File: src/sv/psa_pkg.sv
`timescale 1ns / 1ps
package psa_pkg;
  localparam int unsigned DataW = 64;
  localparam int unsigned ModeW = 6;

  typedef enum logic [5:0] {
    M_ADDB = 6'd0, M_ADDW = 6'd1, M_ADDD = 6'd2,
    M_ADDSB = 6'd3, M_ADDSW = 6'd4, M_ADDUSB = 6'd5, M_ADDUSW = 6'd6,
    M_SUBB = 6'd7, M_SUBW = 6'd8, M_SUBD = 6'd9,
    M_SUBSB = 6'd10, M_SUBSW = 6'd11, M_SUBUSB = 6'd12, M_SUBUSW = 6'd13,
    M_MULHW = 6'd14, M_MULLW = 6'd15, M_MADDWD = 6'd16,
    M_EQB = 6'd17, M_EQW = 6'd18, M_EQD = 6'd19,
    M_GTB = 6'd20, M_GTW = 6'd21, M_GTD = 6'd22,
    M_SLLW = 6'd23, M_SLLD = 6'd24, M_SLLQ = 6'd25,
    M_SRLW = 6'd26, M_SRLD = 6'd27, M_SRLQ = 6'd28,
    M_SRAW = 6'd29, M_SRAD = 6'd30,
    M_AND = 6'd31, M_ANDN = 6'd32, M_OR = 6'd33, M_XOR = 6'd34,
    M_UNPLB = 6'd35, M_UNPLW = 6'd36, M_UNPLD = 6'd37,
    M_UNPHB = 6'd38, M_UNPHW = 6'd39, M_UNPHD = 6'd40,
    M_PACKSSWB = 6'd41, M_PACKSSDW = 6'd42, M_PACKUSWB = 6'd43,
    M_MOV = 6'd44
  } mode_t;

  // one 16-bit lane: all byte/word arithmetic, word multiply products
  typedef struct packed {
    logic [15:0] alu;
    logic [31:0] prod;
  } lane_res_t;
endpackage

File: src/sv/psa_lane.sv
`timescale 1ns / 1ps
// one 16-bit lane: byte ops on its two halves, word ops, signed product
module psa_lane import psa_pkg::*; (
  input  logic [5:0]  mode,
  input  logic [15:0] a,
  input  logic [15:0] b,
  input  logic [7:0]  cnt,
  output lane_res_t   res
);
  function automatic logic [7:0] bop(input logic [5:0] m, input logic [7:0] x,
                                     input logic [7:0] y);
    logic [8:0] s, d;
    logic signed [8:0] ss, sd;
    logic [7:0] r;
    s = {1'b0, x} + {1'b0, y};
    d = {1'b0, x} - {1'b0, y};
    ss = $signed({x[7], x}) + $signed({y[7], y});
    sd = $signed({x[7], x}) - $signed({y[7], y});
    case (m)
      M_ADDB: r = s[7:0];
      M_ADDSB: r = (ss > 9'sd127) ? 8'h7F : (ss < -9'sd128) ? 8'h80 : ss[7:0];
      M_ADDUSB: r = s[8] ? 8'hFF : s[7:0];
      M_SUBB: r = d[7:0];
      M_SUBSB: r = (sd > 9'sd127) ? 8'h7F : (sd < -9'sd128) ? 8'h80 : sd[7:0];
      M_SUBUSB: r = d[8] ? 8'h00 : d[7:0];
      M_EQB: r = (x == y) ? 8'hFF : 8'h00;
      M_GTB: r = ($signed(x) > $signed(y)) ? 8'hFF : 8'h00;
      default: r = 8'h00;
    endcase
    return r;
  endfunction

  logic [16:0] s, d;
  logic signed [16:0] ss, sd;
  logic [15:0] w;
  logic [3:0] sc;
  logic big;

  always_comb begin
    s = {1'b0, a} + {1'b0, b};
    d = {1'b0, a} - {1'b0, b};
    ss = $signed({a[15], a}) + $signed({b[15], b});
    sd = $signed({a[15], a}) - $signed({b[15], b});
    big = (cnt >= 8'd16);
    sc = big ? 4'd15 : cnt[3:0];
    case (mode)
      M_ADDW: w = s[15:0];
      M_ADDSW: w = (ss > 17'sd32767) ? 16'h7FFF : (ss < -17'sd32768) ? 16'h8000 : ss[15:0];
      M_ADDUSW: w = s[16] ? 16'hFFFF : s[15:0];
      M_SUBW: w = d[15:0];
      M_SUBSW: w = (sd > 17'sd32767) ? 16'h7FFF : (sd < -17'sd32768) ? 16'h8000 : sd[15:0];
      M_SUBUSW: w = d[16] ? 16'h0000 : d[15:0];
      M_EQW: w = (a == b) ? 16'hFFFF : 16'h0000;
      M_GTW: w = ($signed(a) > $signed(b)) ? 16'hFFFF : 16'h0000;
      M_SLLW: w = big ? 16'h0000 : (a << cnt[3:0]);
      M_SRLW: w = big ? 16'h0000 : (a >> cnt[3:0]);
      M_SRAW: w = 16'($signed(a) >>> sc);
      default: w = {bop(mode, a[15:8], b[15:8]), bop(mode, a[7:0], b[7:0])};
    endcase
    res.alu = w;
    res.prod = 32'($signed(a) * $signed(b));
  end
endmodule

File: config.mk
export PLATFORM = sky130hd
export DESIGN_NAME = psa_lane
export DESIGN_NICKNAME = d
export VERILOG_FILES = /design/src/sv/psa_pkg.sv /design/src/sv/psa_lane.sv
export SDC_FILE = /design/constraint.sdc
export NUM_CORES = 1
export LEC_CHECK = 0
export BUFFER_PORTS_ARGS = -buffer_cell sky130_fd_sc_hd__buf_2
export CORE_ASPECT_RATIO = 1.4
export CORE_UTILIZATION = 54
export DETAILED_ROUTE_END_ITERATION = 12
export PLACE_DENSITY = 0.7
export SYNTH_ARGS = -nofsm -noshare
export SYNTH_HDL_FRONTEND = slang
export SYNTH_SLANG_ARGS = --single-unit
File: constraint.sdc
create_clock -name vclk -period 11
set_clock_uncertainty 0.05 [all_clocks]
set_input_delay 1.65 -clock vclk [all_inputs]
set_output_delay 1.65 -clock vclk [all_outputs]
set_load 0.02 [all_outputs]
# Word level (Yosys, flattened, before mapping)
# Index checks and enable logic that the tools add are counted.
# word_totals
ff_bits,0
in_bits,46
output_inout_bits,48
wordCells,84
# op_classes
addsub,12
n_mul,1
magnitude_cmp,16
n_eq_ne,21
shift,3
mux,30
reduce_logical,1
# op_table
op,count
16-bit one-hot mux with 11 select lines,1
16-bit 2-to-1 mux,10
8-bit 2-to-1 mux,16
8-bit one-hot mux with 8 select lines,2
"6-bit by 5-bit equality test with 1-bit output, second input constant",7
8-bit by 8-bit adder with 9-bit output,4
"9-bit by 8-bit greater-than comparator with 1-bit output, second input constant",4
"9-bit by 8-bit < comparator with 1-bit output, second input constant",4
8-bit by 8-bit subtractor with 9-bit output,4
16-bit by 16-bit adder with 17-bit output,2
"17-bit by 16-bit greater-than comparator with 1-bit output, second input constant",2
"17-bit by 16-bit < comparator with 1-bit output, second input constant",2
16-bit by 16-bit subtractor with 17-bit output,2
16-bit by 16-bit multiplier with 32-bit output,1
"6-bit by 4-bit equality test with 1-bit output, second input constant",5
"6-bit by 3-bit equality test with 1-bit output, second input constant",4
16-bit equality test,1
8-bit equality test,2
16-bit greater-than comparator,1
8-bit greater-than comparator,2
16-bit by 4-bit left shift with 16-bit output,1
16-bit by 4-bit right shift with 16-bit output,1
16-bit by 4-bit >>> shifter with 16-bit output,1
"8-bit by 5-bit greater-or-equal comparator with 1-bit output, second input constant",1
other kinds (4),4

# Longest topological paths before layout
# Gate-level depths: netlist of the first run.
# depth
word_depth,6
depth_mapped,25
ltp_nobuf,23

# Worst setup path after synthesis of the first run
# Ideal clock, no wire load.
# synth_path
path_kind,input -> output
from,input a[15]
to,output res[31] (netlist bit)
arrival_time_ns,7.845
t_required_ns,9.300
setup_slack_ns,1.455
cell_stages,21
path_buffers,2
cell_sequence,clkbuf_1 buf_1 nand2_1 fa_1 inv_1 fa_1 fa_1 fa_1 fa_1 inv_1 fa_1 inv_1 ha_1 a21o_1 a21o_1 a21o_1 a21oi_1 o22ai_1 a21o_1 o41ai_1 xnor2_1
# synth_lines
element,line,text
from (decl),psa_lane.sv:5,"input logic [15:0] a,"
to (decl),psa_lane.sv:8,output lane_res_t res

==> metrics.cfg, run 1 <==
[drt]
drtPass1Iterations = 6
drc = 0
routed_wl_mm = 49.9
vias = 14300
drt_iter0_markers = 1155
antenna_left = 0
vias_per_cell = 6.13
drt-wirelength-per-cell_um = 21.4

[synthesis]
synth_top_area_share_pct = 34.5
synth-simple-area-share_pct = 20.5
synth-compound-area-share_pct = 15.4
synth-xor-area-share_pct = 3.86
synthTopCellsByArea = fa_1 (35%), ha_1 (9.4%), inv_1 (8.9%)
synth_top_family_by_area = adder cells
syn_avg_cell_area_um2 = 7.90
ys_seq_area_share_pct = 0
synth_top_cell_by_area = fa_1
synth.cell_area_um2 = 15400
syn_inst = 1954
muxShareOfSynthArea_pct = 4.49
synthDistinctLibCells = 93
synthesis.nets = 2382
yosysWarningCount = 0
synthAdderAreaFrac_pct = 43.9

[cells_and_area]
nClkBuffers = 0
drive_above_1_share_pct = 8.07
multi_input_area_um2 = 13600
mostFrequentLayoutCell = inv_1
ff_latch_area_um2 = 0
most-common-layout-cells = inv_1 (366), fa_1 (266), nand2_1 (175)
antenna_cells = 0
n_sequential_cell = 0
area_growth_pct = 4.11
layout.nets = 2387
fillers = 2675

[floorplan]
dieWidth_um = 145
rows = 72
die_h_um = 202
ios = 94
start_util_pct = 55.4
die_area_um2 = 29300
fp.coreArea_um2 = 27800

[grt]
grt_start_max_net_pins = 50
antenna_found_initial = 1
first_global_vias = 14800
grt_usage_pct = 36.2
gr-total-overflow = 0
grt_pass1_wl_mm = 81.4

[timing]
slew_violations = 0
slew_headroom_pct = 19.6
finalSetupViolCount = 0
setup_tns_ns = 0
max_slew.worst_pin.slew_ns = 1.20
finalHoldViolations = 0
max_freq_ghz = 0.0998
fin_crit_ns = 10.02
fin_crit_sh_pct = 91.1
rsz0062_at_grt = false

[worst_setup_path]
crit_path_start_kind = input port
path_class = input port to output pin
cp-startpoint = a[15]
path_depth = 21
required_ns = 9.30
crit_path_end = res[31]
critical_path_buf_inv_count = 5
path_max_fanout = 23
critPathTopFamily = adder cells
cp_cell_sequence = buf_2 -> inv_2 -> nor2_1 -> fa_1 -> fa_1 -> fa_1 -> fa_1 -> fa_1 -> inv_1 -> fa_1 -> inv_1 -> ha_1 -> a21o_1 -> a21o_1 -> a21o_1 -> a21oi_1 -> o22ai_1 -> a21o_1 -> o41ai_1 -> xnor2_1 -> buf_2
crit_path_top_delay_cell = fa_1
max_stage_delay_ns = 0.91
worstSetupEndpointType = output pin
crit_arrival_ns = 8.32
crit_top_cell = fa_1

[flow_run]
cap_violations = 0

[placed_design]
place.port_buffers = 94
gp_congestion = 1.03
dpl.hpwl_mm = 41.1

[hold_path]
whs_path_depth = 3
hold_path_class = input port to output pin

[clock_network]
postCtsSetupRepairBufs = 0
ctsHoldBuffers = 0
postCtsResizedCells = 0

[status]
status = complete, no violations

[through the flow]
stage          setup WS, ns  hold slack, ns  utilization (%)  instance area (um2)  instances
2_1_floorplan          1.45            3.51                -                15400       1954
3_3_place_gp           1.07            3.90             57.7                16100       2327
3_5_place_dp          0.961            3.89             57.7                16100       2327
4_1_cts               0.933            3.90             57.7                16100       2327
5_1_grt               0.573            3.94             57.7                16100       2327
6_report              0.983            3.91             57.7                16100       2327
[worst min-delay path by stage]
stage          startpoint  endpoint  slack, ns
2_1_floorplan        b[0]    res[0]       3.51
3_3_place_gp         a[0]    res[0]       3.90
3_5_place_dp         a[0]    res[0]       3.89
4_1_cts              a[0]    res[0]       3.90
5_1_grt              a[0]    res[0]       3.94
6_report             a[0]    res[0]       3.91
[cells by family after synthesis]
| group | after synthesis |
|---|---|
| simple gates | 622 |
| buf+inv | 478 |
| fa+ha+maj | 382 |
| compound gates | 352 |
| xor+xnor | 68 |
| mux | 52 |
[synth_stat cells (all sizes together) (22+ instances only)]
cell,number
ha,116
nand3,59
a21oi,81
o21ai,74
a31oi,25
nand4,22
xnor2,40
fa,266
a211oi,23
and2,98
nand2,175
mux2i,31
clkbuf,86
inv,369
xor2,28
nor3,30
nor2,116
[cell type report]
cell class	count	share of cell area (%)
tap	370	2.88
multi-input combinational	1476	84.8
inverter	372	8.69
timing repair buffer	109	3.63
[metal layers]
layer / part of all wire, % / vias to the layer above / track usage, %
li1: - / 6428 / -
met1: 39 / 7035 / 46.2
met2: 48 / 633 / 59.4
met3: 6.1 / 174 / 4.29
met4: 6.7 / 2 / 19.8
met5: 0.032 / - / 0
Power of run 1 is left out: the tool's default activity adds up to more than one toggle a clock period on the data nets, which glitch-free logic cannot reach.
==> run 2, diff against run 1 <==
--- a/config.mk
+++ b/config.mk
@@ -6,10 +6,13 @@
 export NUM_CORES = 1
 export LEC_CHECK = 0
 export BUFFER_PORTS_ARGS = -buffer_cell sky130_fd_sc_hd__buf_2
+export CELL_PAD_IN_SITES_DETAIL_PLACEMENT = 1
+export CELL_PAD_IN_SITES_GLOBAL_PLACEMENT = 2
 export CORE_ASPECT_RATIO = 1.4
-export CORE_UTILIZATION = 54
+export CORE_MARGIN = 1.5
+export CORE_UTILIZATION = 39
 export DETAILED_ROUTE_END_ITERATION = 12
-export PLACE_DENSITY = 0.7
+export PLACE_DENSITY = 0.82
 export SYNTH_ARGS = -nofsm -noshare
 export SYNTH_HDL_FRONTEND = slang
 export SYNTH_SLANG_ARGS = --single-unit
==> run 2 against run 1 <==
Die area up 39%. Core utilization down 16 points. Sequential share of layout area unchanged. Final cell count up 7.0%. First-iteration DRC count down 36%. Sequential cell count unchanged. Critical path depth up 2. Maximum frequency down 0.98%. Worst hold slack better by 0.021 ns. Via count up 0.29%. Critical path type unchanged. Highest routed layer unchanged.
==> metrics.cfg, run 2 (synthesis gave the netlist of run 1 again) <==
[status]
status = complete, no violations

[timing]
finalSetupViolCount = 0
fin_crit_ns = 10.12
hold_slack_ns = 3.93
slew_violations = 0
max_slew.worst_pin.slew_ns = 1.09
rsz0062_at_grt = false
finalHoldViolations = 0
slew_headroom_pct = 27.0
setup_tns_ns = 0
fin_crit_sh_pct = 92.0
max_freq_ghz = 0.0989

[drt]
drt_iter0_markers = 741
antenna_left = 0
vias_per_cell = 5.75
routed_wl_mm = 58.2
drt-wirelength-per-cell_um = 23.4
drc = 0
vias = 14300
drtPass1Iterations = 5

[worst_setup_path]
required_ns = 9.30
cp_cell_sequence = buf_2 -> clkinv_1 -> nor2_1 -> fa_1 -> inv_1 -> fa_1 -> fa_1 -> inv_1 -> fa_1 -> fa_1 -> inv_1 -> fa_1 -> inv_1 -> ha_1 -> a21o_1 -> a21o_1 -> a211oi_1 -> o31ai_1 -> a41o_1 -> a21o_1 -> o41ai_1 -> xnor2_1 -> buf_2
critical_path_buf_inv_count = 7
max_stage_delay_ns = 0.55
worstSetupEndpointType = output pin
path_max_fanout = 18
crit_top_cell = fa_1
critPathTopFamily = adder cells
crit_path_top_delay_cell = fa_1
crit_path_start_kind = input port
crit_arrival_ns = 8.42
path_class = input port to output pin

[clock_network]
postCtsSetupRepairBufs = 0
ctsHoldBuffers = 0
postCtsResizedCells = 0

[grt]
antenna_found_initial = 1
grt_usage_pct = 29.7
grt_pass1_wl_mm = 92.9
gr-total-overflow = 0
first_global_vias = 15700
grt_start_max_net_pins = 50

[cells_and_area]
drive_above_1_share_pct = 8.21
ff_latch_area_um2 = 0
n_sequential_cell = 0
area_growth_pct = 5.57
nClkBuffers = 0
layout.nets = 2390
mostFrequentLayoutCell = inv_1
most-common-layout-cells = inv_1 (366), fa_1 (266), nand2_1 (175)

[hold_path]
hold_path_class = input port to output pin

[floorplan]
rows = 86
die_h_um = 238
ios = 94
fp.coreArea_um2 = 39200
start_util_pct = 39.4
die_area_um2 = 40800
dieWidth_um = 171

[placed_design]
gp_congestion = 0.960
place.port_buffers = 94
dpl.hpwl_mm = 47.9

[flow_run]
cap_violations = 0

==> run 2: layer usage <==
metal	wire length (um)	up-vias	track usage, %
met1	23000	7330	36.4
met2	29000	388	51.8
met5	12	-	0
met3	2490	164	3.00
li1	-	6430	-
met4	3610	2	14.2
==> run 2: metrics by stage <==
stage | std cells | area [um2] | util (%) | worst slack [ns]
after floorplan | 1954 | 15400 | - | 1.45
final | 2490 | 16300 | 41.6 | 0.884
after CTS | 2488 | 16300 | 41.6 | 0.785
after detailed placement | 2488 | 16300 | 41.6 | 0.801
after global routing | 2488 | 16300 | 41.6 | 0.582
after global placement | 2488 | 16300 | 41.6 | 0.943
==> run 2: worst paths after layout <==
path                  start      end  slack, ns  cells past startpoint
worst max-delay path   a[8]  res[31]       0.88                     23
worst min-delay path   b[0]   res[0]       3.93                      3
==> run 2: layout make-up <==
cell class | count | area [um2]
tap | 528 | 661
inverter | 372 | 1400
antenna | 2 | 5.00
fill | 4868 | 22900
multi-input combinational | 1476 | 13600
timing repair buffer | 112 | 606
Power of run 2 is left out for the same reason.
